<file path="config.mk">
export PLATFORM = sky130hd
export DESIGN_NAME = szeb_rsp_q
export DESIGN_NICKNAME = d
export VERILOG_FILES = /design/src/sv/szeb_pkg.sv /design/src/sv/szeb_rsp_q.sv
export SDC_FILE = /design/constraint.sdc
export NUM_CORES = 1
export LEC_CHECK = 0
export ABC_CLOCK_PERIOD_IN_PS = 6830
export CAP_MARGIN = 30
export CORE_MARGIN = 5
export CORE_UTILIZATION = 55
export DETAILED_ROUTE_END_ITERATION = 10
export DONT_BUFFER_PORTS = 1
export PLACE_DENSITY = 0.81
export SYNTH_ARGS = -nofsm -noshare
export SYNTH_HDL_FRONTEND = slang
export SYNTH_SLANG_ARGS = --single-unit
</file>
<file path="constraint.sdc">
create_clock -name clock -period 6.83 [get_ports clock]
set_input_delay 1.366 -clock clock [delete_from_list [all_inputs] [get_ports clock]]
set_output_delay 1.366 -clock clock [all_outputs]
set_load 0.1 [all_outputs]
</file>
<file path="src/sv/szeb_pkg.sv">
// Types and codes shared by the modules of the sparse block store.
package szeb_pkg;

   // Opcodes of an input word.
   localparam logic [1:0] OP_READ  = 2'd0;
   localparam logic [1:0] OP_WRITE = 2'd1;
   localparam logic [1:0] OP_TRIM  = 2'd2;

   // Widest block and word indexes that the parameters allow.
   localparam int BLK_MAX_W  = 16;
   localparam int WORD_MAX_W = 16;

   typedef enum logic [1:0] {
      KIND_NOP,
      KIND_READ,
      KIND_STORE
   } kind_type;

   typedef enum logic [1:0] {
      ST_CLEAR,
      ST_IDLE,
      ST_FETCH,
      ST_EXEC
   } state_type;

   // A classified command as the front hands it to the back.
   typedef struct packed {
      kind_type              kind;
      logic [BLK_MAX_W-1:0]  block;
      logic [WORD_MAX_W-1:0] word;
      logic [63:0]           data;
      logic                  last;
   } cmd_type;

   // One result word.
   typedef struct packed {
      logic [63:0] read_data;
      logic        status;
      logic [8:0]  allocated_blocks;
      logic        request_done;
   } rsp_type;

endpackage

</file>
<file path="src/sv/szeb_rsp_q.sv">
// Two-entry result queue that holds words until the receiver pops them.
module szeb_rsp_q (
   input  logic              clock,
   input  logic              reset,
   input  logic              push,
   input  szeb_pkg::rsp_type push_word,
   output logic              full,
   input  logic              pop,
   output logic              empty,
   output szeb_pkg::rsp_type head
);
   import szeb_pkg::*;

   rsp_type    mem_ff [2];
   logic       wp_ff, rp_ff, do_pop;
   logic [1:0] cnt_ff, cnt_in;

   assign full   = (cnt_ff == 2'd2);
   assign empty  = (cnt_ff == 2'd0);
   assign do_pop = pop && !empty;
   assign head   = mem_ff[rp_ff];

   // Occupancy update.
   always_comb begin
      cnt_in = cnt_ff;
      if (push && !do_pop) begin
         cnt_in = cnt_ff + 2'd1;
      end else if (!push && do_pop) begin
         cnt_in = cnt_ff - 2'd1;
      end
   end

   always_ff @(posedge clock) begin
      if (reset) begin
         wp_ff  <= 1'b0;
         rp_ff  <= 1'b0;
         cnt_ff <= 2'd0;
      end else begin
         cnt_ff <= cnt_in;
         if (push) begin
            wp_ff <= !wp_ff;
         end
         if (do_pop) begin
            rp_ff <= !rp_ff;
         end
      end
      if (push) begin
         mem_ff[wp_ff] <= push_word;
      end
   end

endmodule

</file>
; ---- Word-level counts from Yosys, hierarchy flattened
; Memories as Yosys holds them, arrays and structs flattened. A register that Yosys moved wholly into a read port is not among the register bits.
; Index checks and enable logic that the tools add are counted.
[totals]
register_bits = 4
latch_bits = 0
ram_bits = 150
rom_bits = 0
input_bits = 79
output_inout_bits = 77
elab_cells = 23
n_memories = 1
[op_classes]
add_sub_neg = 2
n_mul = 0
div = 0
order_cmp = 0
eq_ne = 1
n_shift = 0
n_mux = 6
bitwise_logic = 0
n_reduce_logical = 10
[mem_list]
columns = memory, depth, word_bits, read_ports, rd_clocked_by_memory_dff, wr, line
row1 = mem_ff, 2, 75, 1, 1, 1, szeb_rsp_q.sv:14  ; rsp_type mem_ff [2];
[op_table]
columns = op, count
row1 = 1-bit logical NOT, 5
row2 = 1-bit two-way mux, 4
row3 = 2-bit two-way mux, 2
row4 = 1-bit logical AND, 3
row5 = 2-bit by 1-bit adder with 2-bit output (second input constant), 1
row6 = 2-bit == test (second input constant), 1
row7 = 2-bit logical NOT, 1
row8 = 2-bit nonzero test, 1
row9 = 2-bit by 1-bit subtractor with 2-bit output (second input constant), 1

; ---- Logic depth before layout (Yosys ltp)
; Gate-level depths: netlist (run 1).
[logic_depth]
depth_word = 6
mapped_depth = 5
ltp_nobuf = 5

; ---- Least setup slack after synthesis (run 1)
; No wires, ideal clock.
[synth_timing]
path_type = in2reg
from = in push
to = mem mem_ff[0][0] in the netlist's numbering (enable)
setup_ns = 0.518
arrival_ns = 4.650
t_required_ns = 6.312
path_slack_ns = 1.662
cell_stages = 1
path_buffers = 0
cell_sequence = nor2b_1
[synth_via]
elab_chain_len = 2
[synth_rtl]
columns = element, line
row1 = "start, declared", szeb_rsp_q.sv:5  ; input logic push,
row2 = 1-bit two-way mux, szeb_rsp_q.sv:47  ; if (push) begin
row3 = 1-bit two-way mux (implied by the code), szeb_rsp_q.sv:48  ; mem_ff[wp_ff] <= push_word;
row4 = "end, declared", szeb_rsp_q.sv:14
; Every way passes these cells.

==> results of run 1 <==
-- flip-flops by register name, summed over array words and instances, names as in the netlist, named ones only --
name    cells
wp_ff       1
cnt_ff      2
rp_ff       1
mem_ff    150
-- final cells by class --
class | count | area [um2]
Clock buffer | 18 | 418
Clock inverter | 14 | 183
Fill cell | 684 | 3680
Multi-Input combinational cell | 92 | 966
Sequential cell | 155 | 4610
Tap cell | 136 | 170
Timing Repair Buffer | 5 | 110
-- critical path: stages, from the launching register on --
cell,delay (ns)
dfxtp_4,0.41
buf_16,0.29
mux2_2,0.62
-- routing by layer --
| layer | vias to the layer above | part of all wire, % |
|---|---|---|
| met5 | - | 0 |
| met4 | 0 | 1.2 |
| met3 | 9 | 9.9 |
| met2 | 100 | 54 |
| met1 | 1177 | 35 |
| li1 | 1043 | - |
-- worst max path at each step --
stage,from,endpoint,slack (ns),cells past startpoint
after floorplan,push,mem_ff[0][0],1.66,1
after global placement,push,mem_ff[0][10],3.58,2
after detailed placement,flip-flop,head[65],3.73,1
after CTS,flip-flop,head[65],3.19,1
after global routing,flip-flop,head[27],3.52,2
final,flip-flop,head[66],3.56,2
-- cell usage in the layout (no fill, tap or decap) --
| cell | count |
|---|---|
| clkbuf_1 | 1 |
| clkinv_4 | 2 |
| xor2_1 | 3 |
| buf_16 | 3 |
| or3_1 | 1 |
| dfxtp_1 | 4 |
| clkinvlp_4 | 3 |
| and2_4 | 1 |
| buf_12 | 1 |
| nor2b_4 | 1 |
| bufinv_16 | 3 |
| o21ai_0 | 2 |
| clkbuf_8 | 1 |
| nor2_2 | 1 |
| inv_8 | 2 |
| and2b_2 | 1 |
| edfxtp_1 | 150 |
| xnor2_1 | 1 |
| dfxtp_4 | 1 |
| mux2_2 | 75 |
| buf_4 | 1 |
| ha_1 | 1 |
| a21oi_1 | 1 |
| clkinv_1 | 1 |
| clkbuf_16 | 16 |
| nor2_1 | 4 |
| inv_6 | 3 |
-- metrics by stage --
stage	hold slack [ns]	cell area, um2	setup WS (ns)	std cells
4_1_cts	0.531	6400	3.19	418
5_1_grt	0.547	6450	3.52	420
2_1_floorplan	0.471	5630	1.66	255
3_5_place_dp	0.515	5800	3.73	386
6_report	0.523	6450	3.56	420
3_3_place_gp	0.482	5750	3.58	384
-- cells by family (layout without fill, tap and decap cells) --
family	count (synthesis)	after routing	synth area share, %
and+or+nand+nor	9	9	0.822
buffers and inverters	8	37	1.31
muxes	75	75	15.0
DFF	155	155	81.8
AOI/OAI and AO/OA	3	3	0.267
xor gates and xnor gates	4	4	0.622
adders and majority gates	1	1	0.222
==> run metrics, run 1 <==
CP endpoint kind=output pin; Slew HR=roughly 64%; postcts setup bufs=0; Hold Crit Depth=2; initial antenna violation count=0; HP Start=rp_ff; # rows=37; drc violations=0; CTS tree=yes; routing usage on met2=a little over a quarter; CTS HTree Levels=4; clk slew on worst S/H paths=around 0.060 ns; Final setup viols=0; Syn Nets=roughly 340; Worst Hold End=rp_ff; cell with the most instances after synthesis=edfxtp_1; number of inserted diodes=0; Setup Skew=around 0.0056 ns; routability cong.=between 0.6 and 0.7; share of layout cells above drive strength 1=40.5%; DRT Pass-1 Iters=4; Data required, critical path=5.46 ns; CP Class=reg -> out; WL/cell=~22 um; Post-synth EDFFs=150; maximum clock path buffer count=2; hold_buf cts=0; Die Ht=about 110 um; post-route clock period utilization=47.9%; area of the mapped netlist=between 5000 and 6000 um2; die width=111 um; post-cts gate resize count=0; Worst R2R End=mem_ff[0][38]; Die ar.=between 10000 and 15000 um2; Overflow after GRT=0; Async S/R FF share, synth=0%; Fin Setup TNS=0 ns; met1 global-route usage=15.7%; Vias=2329; Worst-Margin Slew=between 0.5 and 0.6 ns; Final Hold Fails=0; number of global-route vias before repair=around 2600; total number of yosys warnings=0; Num CTS Buffers=17; synth unique cells=16; Hold Path Class=reg -> reg; core area=around 10000 um2; prevailing post-synth register cell=edfxtp_1; largest cells by area after synthesis=edfxtp_1 (80%), mux2_2 (15%), dfxtp_1 (1.8%), buf_6 (1.0%), xor2_1 (0.47%); Final #Nets=roughly 350; cell depth of the worst flop-to-flop path=3; clock sink count=~160; Layout area overhead=14.6%; Post-synth top cells=edfxtp_1 (150), mux2_2 (75), buf_6 (5), dfxtp_1 (5), nor2_1 (5); vias per cell=5.55; Max-Cap Viols=0; Overall Global Routing Usage=approximately 15%; DRT Wirelength=between 9000 and 10000 um; Post-DRT Antenna Nets=0; Fmax achieved=around 300 MHz; max-slew violations=0; sequential area share after synthesis=81.8%; I/O Pins=~160; endpoint arrival time on the critical path=between 1.5 and 2 ns; setup slack, reg-to-reg=4.99 ns; Initial Util=55.5%; DRT iter0 DRCs=118; CP Max Fanout=70; Port Buffers=0; post-synthesis register bit count=about 160; Root Buffer=clkbuf_8; Cells after Synth=approximately 260; min cycle time layout=3.27 ns; dpl hpwl=a little over 6000 um; unrepaired setup endpoints after global routing=false; post-synthesis average cell area=around 22 um2; crit start category=flip-flop; outcome=completed; GRT Max-Usage Layer=met2; Worst-Skew Late Latency=a little under 0.5 ns; first-pass GRT wire length=approximately 14000 um; top-area cell type share of the netlist area=80.0%; Layout Utilization=approximately 64%; GR Util met3=under 10%; Yosys top cell by area=edfxtp_1; reg2reg start=wp_ff; pin count of the biggest net entering global routing=76
Power of run 1 is left out: the tool's default activity adds up to more than one toggle a clock period on the data nets, which glitch-free logic cannot reach.
==> run 2, diff against run 1 <==
- ABC_CLOCK_PERIOD_IN_PS: 6830 -> 2990
- PLACE_DENSITY: 0.81 -> 0.84
- clock period: 6.83 -> 2.99 ns (I/O delays scaled with it)
==> run 2 against run 1 <==
  * Non-clock buffer count did not move
  * Wire length grew 1.0%
  * Sequential cell count stayed put
  * Critical path depth did not move
  * First-iteration DRC count up 23%
  * Via count shrank 0.21%
  * Die area is the same
  * Register-to-register slack got worse by 3.5 ns
  * Final cell count fell by 0.95%
==> run metrics, run 2 (synthesized netlist as in run 1, its figures left out) <==
Hold Path Class=in -> reg; hold_buf cts=0; Final Cell Area=about 6400 um2; Die Ht=approximately 110 um; routability cong.=0.697; dpl hpwl=6280 um; DP Area=5810 um2; max-slew violations=0; CP endpoint kind=output pin; Final #Nets=approximately 350; Slew HR=approximately 64%; Overflow after GRT=0; pin count of the biggest net entering global routing=76; Max-Cap Viols=0; outcome=completed; # rows=37; CTS tree=yes; endpoint arrival time on the critical path=approximately 1.8 ns; share of layout cells above drive strength 1=~40%; maximum clock path buffer count=2; Final setup viols=0; Vias=around 2300; core area=10100 um2; Initial Util=about 56%; DRT iter0 DRCs=145; postcts setup bufs=0; initial antenna violation count=0; number of inserted diodes=0; drc violations=0; Die ar.=roughly 12000 um2; Setup Skew=roughly 0.0056 ns; Data required, critical path=2.39 ns; fin cells=between 400 and 500; DRT Pass-1 Iters=4; Layout Utilization=a little over three fifths; Worst-Margin Slew=between 0.5 and 0.6 ns; Root Buffer=clkbuf_8; post-route clock period utilization=slightly above 80%; most common cell after layout, fill and taps aside=edfxtp_1; Post-DRT Antenna Nets=0; Largest register FFs=150; post-cts gate resize count=0; Overall Global Routing Usage=approximately 16%; CTS HTree Levels=4; Fmax achieved=roughly 410 MHz; CP Class=reg -> out; min cycle time layout=~2.4 ns; die width=~110 um; number of global-route vias before repair=between 2000 and 3000; vias per cell=about 5.6; Layout area overhead=12.8%; Port Buffers=0; WL/cell=around 23 um; Num CTS Buffers=17; Regs by FF count=mem_ff (150), cnt_ff (2); first-pass GRT wire length=approximately 15000 um; Placed Cells=a little under 400; crit start category=flip-flop; CP Max Fanout=75; Worst-Skew Late Latency=approximately 0.5 ns; clock sink count=approximately 160; Fill cells=a little under 700; clk slew on worst S/H paths=0.06 ns; Fin Setup TNS=0 ns; most frequent cells in the layout=edfxtp_1 (150), mux2_2 (75), clkbuf_16 (16); DRT Wirelength=between 9000 and 10000 um; unrepaired setup endpoints after global routing=false; Biggest register=mem_ff; I/O Pins=roughly 160; Final Hold Fails=0
==> run 2: changes by cell type in the layout (fill, tap and decap cells not counted), sizes merged <==
cell      before  now
clkinv         3    5
clkinvlp       3    2
inv            5    0
==> run 2: stage by stage <==
stage | hold WS [ns] | worst slack [ns]
5_1_grt | 0.111 | 0.454
3_5_place_dp | 0.495 | 1.07
4_1_cts | 0.120 | 0.508
2_1_floorplan | 0.471 | 0.205
6_report | 0.151 | 0.550
3_3_place_gp | 0.486 | 1.08
==> run 2: worst paths after layout <==
| path | slack, ns | cells past startpoint | endpoint | from |
|---|---|---|---|---|
| setup / recovery | 0.55 | 2 | head[19] | flip-flop |
| setup reg to reg | 1.46 | 2 | mem_ff[1][52] | wp_ff |
| hold / removal | 0.15 | 1 | flip-flop | reset |
| hold reg to reg | 0.51 | 2 | flip-flop | rp_ff |
==> run 2: critical path: stages (launching register included) <==
cell,delay [ns]
dfxtp_4,0.35
buf_12,0.33
mux2_2,0.61
==> run 2: final cells by class <==
class                   instances  area (um2)  share of cell area (%)
clock buffers                  18         418                    6.58
repair buffers                  5        62.6                   0.985
flip-flops and latches        155        4610                    72.5
clock inverters                10         129                    2.03
multi-input cells              92         966                    15.2
well taps                     136         170                    2.68
==> run 2: layer usage <==
layer / GRT usage [%] / share of wire [%] / routed length, um
met4: 4.62 / 0.85 / 81
met2: 25.8 / 51 / 4860
met1: 16.7 / 35 / 3370
met5: 0 / 0 / 0
met3: 11.0 / 13 / 1190
Power of run 2 is left out for the same reason.
