`config.mk`:
```
export PLATFORM = sky130hd
export DESIGN_NAME = szeb_front
export DESIGN_NICKNAME = d
export VERILOG_FILES = /design/src/sv/szeb_pkg.sv /design/src/sv/szeb_front.sv
export SDC_FILE = /design/constraint.sdc
export NUM_CORES = 1
export LEC_CHECK = 0
export ABC_AREA = 1
export BUFFER_PORTS_ARGS = -buffer_cell sky130_fd_sc_hd__buf_2
export CAP_MARGIN = 0
export CORE_AREA = 4 4 140 142
export CTS_CLUSTER_SIZE = 40
export DETAILED_ROUTE_END_ITERATION = 12
export DIE_AREA = 0 0 144 146
export PLACE_DENSITY = 0.78
export SYNTH_ARGS = -nofsm -noshare
export SYNTH_HDL_FRONTEND = slang
export SYNTH_SLANG_ARGS = --single-unit
```
`constraint.sdc`:
```
create_clock -name clock -period 15.13 [get_ports clock]
set_input_delay 2.2695 -clock clock [delete_from_list [all_inputs] [get_ports clock]]
set_output_delay 2.2695 -clock clock [all_outputs]
set_load 0.02 [all_outputs]
```
`src/sv/szeb_pkg.sv`:
```
// Types and codes shared by the modules of the sparse block store.
package szeb_pkg;

   // Opcodes of an input word.
   localparam logic [1:0] OP_READ  = 2'd0;
   localparam logic [1:0] OP_WRITE = 2'd1;
   localparam logic [1:0] OP_TRIM  = 2'd2;

   // Widest block and word indexes that the parameters allow.
   localparam int BLK_MAX_W  = 16;
   localparam int WORD_MAX_W = 16;

   typedef enum logic [1:0] {
      KIND_NOP,
      KIND_READ,
      KIND_STORE
   } kind_type;

   typedef enum logic [1:0] {
      ST_CLEAR,
      ST_IDLE,
      ST_FETCH,
      ST_EXEC
   } state_type;

   // A classified command as the front hands it to the back.
   typedef struct packed {
      kind_type              kind;
      logic [BLK_MAX_W-1:0]  block;
      logic [WORD_MAX_W-1:0] word;
      logic [63:0]           data;
      logic                  last;
   } cmd_type;

   // One result word.
   typedef struct packed {
      logic [63:0] read_data;
      logic        status;
      logic [8:0]  allocated_blocks;
      logic        request_done;
   } rsp_type;

endpackage

```
`src/sv/szeb_front.sv`:
```
// Front end: accepts input words, splits the address and queues classified commands.
module szeb_front #(
   parameter int NUM_BLOCKS      = 1024,
   parameter int WORDS_PER_BLOCK = 512
) (
   input  logic              clock,
   input  logic              reset,
   input  logic              req_push,
   input  logic [1:0]        req_op,
   input  logic [18:0]       req_word_addr,
   input  logic [63:0]       req_write_data,
   input  logic              req_last_word,
   input  logic              hold,
   output logic              req_full,
   output logic              cmd_vld,
   output szeb_pkg::cmd_type cmd,
   input  logic              cmd_pop
);
   import szeb_pkg::*;

   localparam logic [31:0] RECIP = 32'((64'd1 << 32) / WORDS_PER_BLOCK);
   localparam logic [35:0] WPB36 = 36'(WORDS_PER_BLOCK);
   localparam logic [35:0] NB36  = 36'(NUM_BLOCKS);

   logic        a_vld_ff, a_vld_in;
   logic [18:0] a_addr_ff;
   logic [50:0] a_prod_ff;
   logic [1:0]  a_op_ff;
   logic [63:0] a_data_ff;
   logic        a_last_ff;

   cmd_type     q_mem_ff [2];
   logic        q_wp_ff, q_rp_ff;
   logic [1:0]  q_cnt_ff, q_cnt_in;
   logic        q_full, q_push, accept;

   logic [18:0] quot0, quot;
   logic [35:0] rem0, rem;
   cmd_type     cls;

   assign q_full   = (q_cnt_ff == 2'd2);
   assign q_push   = a_vld_ff && !q_full;
   assign req_full = hold || (a_vld_ff && q_full);
   assign accept   = req_push && !req_full;
   assign a_vld_in = accept ? 1'b1 : (q_push ? 1'b0 : a_vld_ff);

   // Stage A registers the word and the reciprocal product of its address.
   always_ff @(posedge clock) begin
      if (reset) begin
         a_vld_ff <= 1'b0;
      end else begin
         a_vld_ff <= a_vld_in;
      end
      if (accept) begin
         a_addr_ff <= req_word_addr;
         a_prod_ff <= 51'(req_word_addr) * 51'(RECIP);
         a_op_ff   <= req_op;
         a_data_ff <= req_write_data;
         a_last_ff <= req_last_word;
      end
   end

   // Stage B corrects the quotient estimate and classifies the word.
   always_comb begin
      quot0 = a_prod_ff[50:32];
      rem0  = 36'(a_addr_ff) - 36'(quot0) * WPB36;
      if (rem0 >= WPB36) begin
         quot = quot0 + 19'd1;
         rem  = rem0 - WPB36;
      end else begin
         quot = quot0;
         rem  = rem0;
      end
      cls.block = BLK_MAX_W'(quot);
      cls.word  = WORD_MAX_W'(rem);
      cls.last  = a_last_ff;
      cls.data  = a_data_ff;
      case (a_op_ff)
         OP_READ:  cls.kind = KIND_READ;
         OP_WRITE: cls.kind = KIND_STORE;
         OP_TRIM: begin
            cls.kind = KIND_STORE;
            cls.data = 64'd0;
         end
         default:  cls.kind = KIND_NOP;
      endcase
      if (36'(quot) >= NB36) begin
         cls.kind = KIND_NOP;
      end
   end

   // Two-entry command queue toward the back end.
   always_comb begin
      q_cnt_in = q_cnt_ff;
      if (q_push && !cmd_pop) begin
         q_cnt_in = q_cnt_ff + 2'd1;
      end else if (!q_push && cmd_pop) begin
         q_cnt_in = q_cnt_ff - 2'd1;
      end
   end

   always_ff @(posedge clock) begin
      if (reset) begin
         q_wp_ff  <= 1'b0;
         q_rp_ff  <= 1'b0;
         q_cnt_ff <= 2'd0;
      end else begin
         q_cnt_ff <= q_cnt_in;
         if (q_push) begin
            q_wp_ff <= !q_wp_ff;
         end
         if (cmd_pop) begin
            q_rp_ff <= !q_rp_ff;
         end
      end
      if (q_push) begin
         q_mem_ff[q_wp_ff] <= cls;
      end
   end

   assign cmd_vld = (q_cnt_ff != 2'd0);
   assign cmd     = q_mem_ff[q_rp_ff];

endmodule

```
# Yosys cells after proc, flatten, opt, wreduce, memory -nomap -nowiden
# Memory sizes are Yosys's and may differ from the RTL's. A register that Yosys moved wholly into a read port is not among the register bits.
# Cells that the tools add are included.
dict set report word_totals {
  regBits 91
  mem_bits_rw 188
  inputBits 91
  output_inout_bits 101
  word_cells 49
  mem_count 1
}
dict set report classes {
  addsub 5
  order_cmp 2
  eq_ne 3
  mux 13
  reduce_logical 17
}
# name words width read_ports rd_ports_with_merged_regs wr line_no
set mem_list {}
lappend mem_list {q_mem_ff 2 94 1 1 1 szeb_front.sv:32} ;# cmd_type q_mem_ff [2];
# cell n
set op_table {}
lappend op_table {{2-to-1 mux 64 bit} 1}
lappend op_table {{>= comparator 36 x 10 -> 1 bit (second input constant)} 1}
lappend op_table {{subtractor 19 x 19 -> 20 bit} 1}
lappend op_table {{>= comparator 19 x 11 -> 1 bit (second input constant)} 1}
lappend op_table {{2-to-1 mux 16 bit} 1}
lappend op_table {{subtractor 16 x 11 -> 16 bit (second input constant)} 1}
lappend op_table {{adder 10 x 1 -> 11 bit (second input constant)} 1}
lappend op_table {{2-to-1 mux 11 bit} 1}
lappend op_table {{zero test 1 bit} 6}
lappend op_table {{2-to-1 mux 1 bit} 6}
lappend op_table {{2-to-1 mux 2 bit} 3}
lappend op_table {{nonzero test 2 bit} 3}
lappend op_table {{logical AND 1 bit} 5}
lappend op_table {{== test 2 bit (second input constant)} 2}
lappend op_table {{one-hot mux 2 bit (2 select lines)} 1}
lappend op_table {{adder 2 x 1 -> 2 bit (second input constant)} 1}
lappend op_table {{== test 2 x 1 -> 1 bit (second input constant)} 1}
lappend op_table {{zero test 2 bit} 1}
lappend op_table {{OR reduction 2 bit} 1}
lappend op_table {{subtractor 2 x 1 -> 2 bit (second input constant)} 1}
lappend op_table {{logical OR 1 bit} 1}

# Longest topological paths before layout
dict set report logic_depth {
  ltp_word 7
  depth_mapped 9
  ltp_nobuf 9
}

# Worst setup path before layout
# Ideal clock, no wire load.
dict set report synth_path {
  path_kind {input port to flip-flop}
  startpoint {in hold}
  endpoint {reg a_data_ff[0] (enable)}
  setup_time_ns 0.531
  arrival_time_ns 6.237
  required_time_ns 14.599
  setup_slack_ns 8.361
  path_stages 2
  path_buffers 0
  cell_sequence {or2_2 -> nor2_1}
}
dict set report synth_between {
  elab_chain_cells 3
}
# item line_no
set synth_lines {}
lappend synth_lines {{start: declaration} szeb_front.sv:13} ;# input logic hold,
lappend synth_lines {{logical OR 1 bit} szeb_front.sv:43} ;# assign req_full = hold || (a_vld_ff && q_full);
lappend synth_lines {{zero test 1 bit} szeb_front.sv:44} ;# assign accept = req_push && !req_full;
lappend synth_lines {{logical AND 1 bit} szeb_front.sv:44}
lappend synth_lines {{end signal: assignment} szeb_front.sv:58} ;# a_data_ff <= req_write_data;
lappend synth_lines {{end: declaration} szeb_front.sv:29} ;# logic [63:0] a_data_ff;
# No other way between the ends.
# A chain may end at the register's enable or synchronous reset.

# Worst setup path after layout
dict set report layout_path {
  startpoint {in hold}
  endpoint {out req_full}
}
dict set report layout_between {
  elab_chain_cells 1
}
# item line_no
set layout_lines {}
lappend layout_lines {{logical OR 1 bit} szeb_front.sv:43}
lappend layout_lines {{end: declaration} szeb_front.sv:14} ;# output logic req_full,
# No other way between the ends.

==> flow_summary.json <==
{
  "status": "finished clean",
  "netlist_area_sq_mm": 0.009927,
  "p_per_area_mw_per_mm2": 135.3,
  "die_w_um": 144,
  "drc_errors": 0,
  "grt_max_degree": 87,
  "ir_worst_vdd_mv": 0.09990,
  "clk_path_buf_depth": 3,
  "htree_levels": 1,
  "path_clk_slew_ns": 0.06,
  "track_usage_pct": 15.78,
  "vias_per_cell": 4.863,
  "worst_pin_slew_ns": 1.127,
  "fp.dieArea_sq_mm": 0.02102,
  "crit_type": "in -> out",
  "regToRegStartpoint": "q_cnt_ff[0]",
  "wl_per_cell_um": 16.79,
  "layout-drive-gt1-share_pct": 40.73,
  "core_sq_mm": 0.01846,
  "ys_types": 21,
  "ant_nets": 0,
  "most-common-layout-cells": "258 x edfxtp_1, 178 x buf_2, 79 x inv_1",
  "cts_tree": "done",
  "clock-root-buffer": "clkbuf_16",
  "area_delta_synth_final_pct": 19.22,
  "die_h_um": 146,
  "final-setup-viol-count": 0,
  "leakagePower_nw": 4.717,
  "routed_wl_mm": 16.79,
  "synthCells": 550,
  "n_antenna_cell": 0,
  "grt_pass1_vias": 5269,
  "critical_path_buf_inv_count": 2,
  "crit_top_cell": "buf_2",
  "min_period_ns": 5.138,
  "hp-class": "reg -> reg",
  "synth_top_area_share_pct": 78.04,
  "relSlewSlack_pct": 24.85,
  "grt_antenna_before_repair": 1,
  "rsz0062_at_grt": "no",
  "slew_viol_final": 0,
  "yosys.area.top_type": "edfxtp_1",
  "cp.arrival_ns": 2.87,
  "ys_warn_count": 0,
  "ctsHoldBuffers": 0,
  "nets": 840,
  "cts_setup_buffers": 0,
  "hp-start": "a_prod_ff[35]",
  "vias": 4863,
  "rrSetupSlack_ns": 12.81,
  "final-hold-violation-count": 0,
  "cp_top_family": "simple AND/OR/NAND/NOR gates",
  "ys_ff_latch": 264,
  "start_util_pct": 53.79,
  "slowest_delay_ns": 0.32,
  "final_common_cell": "edfxtp_1",
  "ys_top_cells_by_area": "edfxtp_1 78%, mux2_4 6.0%, mux2_2 5.2%, inv_1 3.0%, nor2_1 2.7%",
  "start_kind": "input port",
  "finalClockSkew_ns": 0.01040,
  "p_switching_uw": 335.8,
  "dr_wl_met2_mm": 9.104,
  "clock_latency_ns": 0.51,
  "grt_pass1_wl_mm": 26.23,
  "crit_chain": "buf_2 > or2_2 > buf_2",
  "cap_violations": 0,
  "min_to": "q_mem_ff[0][84]",
  "fin_ws_ns": 9.992,
  "post_cts_resized": 0,
  "seqPwrFrac_pct": 52.7,
  "drtIter0Drc": 212,
  "critPathSlowestCell": "or2_2",
  "cp_max_fo": 2,
  "reg2reg_to": "a_prod_ff[24]",
  "intPower_mw": 1.265,
  "wirelength_met1_mm": 6.316,
  "dr.pass1.iters": 4,
  "fin_crit_sh_pct": 33.96,
  "top_layer_used": "met5",
  "overflow": 0,
  "fmax_mhz": 194.6,
  "comb_power_share_pct": 7.8,
  "cts_made_buffers": 27,
  "switching_share_pct": 20.98,
  "avgSynthCellArea_sq_um": 18.05,
  "crit_path_end_kind": "output pin",
  "clkSinkCount": 264,
  "min_path_cells": 0,
  "dp.final_hpwl_mm": 10.79,
  "io_pins": 192,
  "post-place-ws_ns": 9.996,
  "wl_met3_mm": 1.056,
  "p_clk_share_pct": 39.5,
  "placementRows": 50,
  "ys_seq_area_share_pct": 79.25,
  "portBuffers": 178,
  "tns_ns": 0,
  "gp_routability_congestion": 0.7467,
  "crit_required_ns": 12.86,
  "reg2reg_depth": 6
}
==> synth_stat cells <==
cell type    n
edfxtp_1   258
inv_1       79
nor2_1      71
mux2_2      46
mux2_4      40
buf_4       13
buf_2       10
dfxtp_1      6
nand2_1      6
buf_12       4
ha_1         3
o21ai_0      3
a21oi_1      2
nand3_1      2
buf_6        1
buf_8        1
clkbuf_1     1
conb_1       1
nand4_1      1
or2_2        1
xnor2_1      1
==> through the flow <==
stage          total power, mW  utilization, %  hold slack [ns]  cells  cell area (sq um)
2_1_floorplan           0.9493               -           0.4215    562               9972
3_3_place_gp            0.9790           59.49           0.4220    951              10980
3_5_place_dp            0.9850           59.49           0.4304    951              10980
4_1_cts                  1.619           64.13           0.4443   1000              11840
5_1_grt                  1.665           64.13           0.4491   1000              11840
6_report                 1.601           64.13           0.4422   1000              11840
==> layer usage <==
layer	up-vias	track usage, %
met5	-	0
li1	2309	-
met2	156	29.40
met4	2	4.237
met1	2366	18.12
met3	30	3.385
==> kinds of logic after synthesis <==
kind of cell / count (synthesis) / synth area share (%)
AOI/OAI and AO/OA: 5 / 0.2520
buffers and inverters: 109 / 5.583
muxes: 86 / 11.27
adders and majority gates: 3 / 0.3782
DFF: 264 / 79.25
and+or+nand+nor: 81 / 3.139
other: 1 / 0.03778
xor gates and xnor gates: 1 / 0.08824
==> power groups by stage <==
stage	Clock [mW]	Combinational [mW]	Sequential, mW
after CTS	0.648	0.127	0.843
final	0.632	0.125	0.843
after detailed placement	0	0.126	0.859
after global routing	0.685	0.135	0.845
after global placement	0	0.122	0.857
after floorplan	0	0.0963	0.853
==> worst register-to-register path, delay by kind of cell (launching register included) <==
family	cells	cell delay, ns
flops	1	0.38
simple gates	3	0.48
buf+inv	3	1.00
==> worst max-delay path by stage <==
stage / from / endpoint / slack, ns / cells after the start
after global placement: hold / req_full / 10.00 / 3
after CTS: hold / req_full / 9.99 / 3
after floorplan: hold / a_data_ff[0] / 8.36 / 2
final: hold / req_full / 9.99 / 3
after detailed placement: hold / req_full / 10.0 / 3
after global routing: hold / req_full / 9.97 / 3
==> flip-flops by register name (all words and copies together) (netlist names), named ones only <==
name,cells
q_mem_ff,172
a_data_ff,64
a_prod_ff,19
a_op_ff,2
q_cnt_ff,2
a_last_ff,1
a_vld_ff,1
q_rp_ff,1
q_wp_ff,1
==> final cells by class <==
type                       instances  area, sq um
clock buffer                      35        715.7
tap                              234        292.8
inverter                          79        296.5
sequential                       264         7871
fill                            1305         6620
multi-input combinational        189         1575
timing repair buffer             185        943.4
clock inverter                    14        140.1
Note: power is estimated with default switching activity, not from simulation.
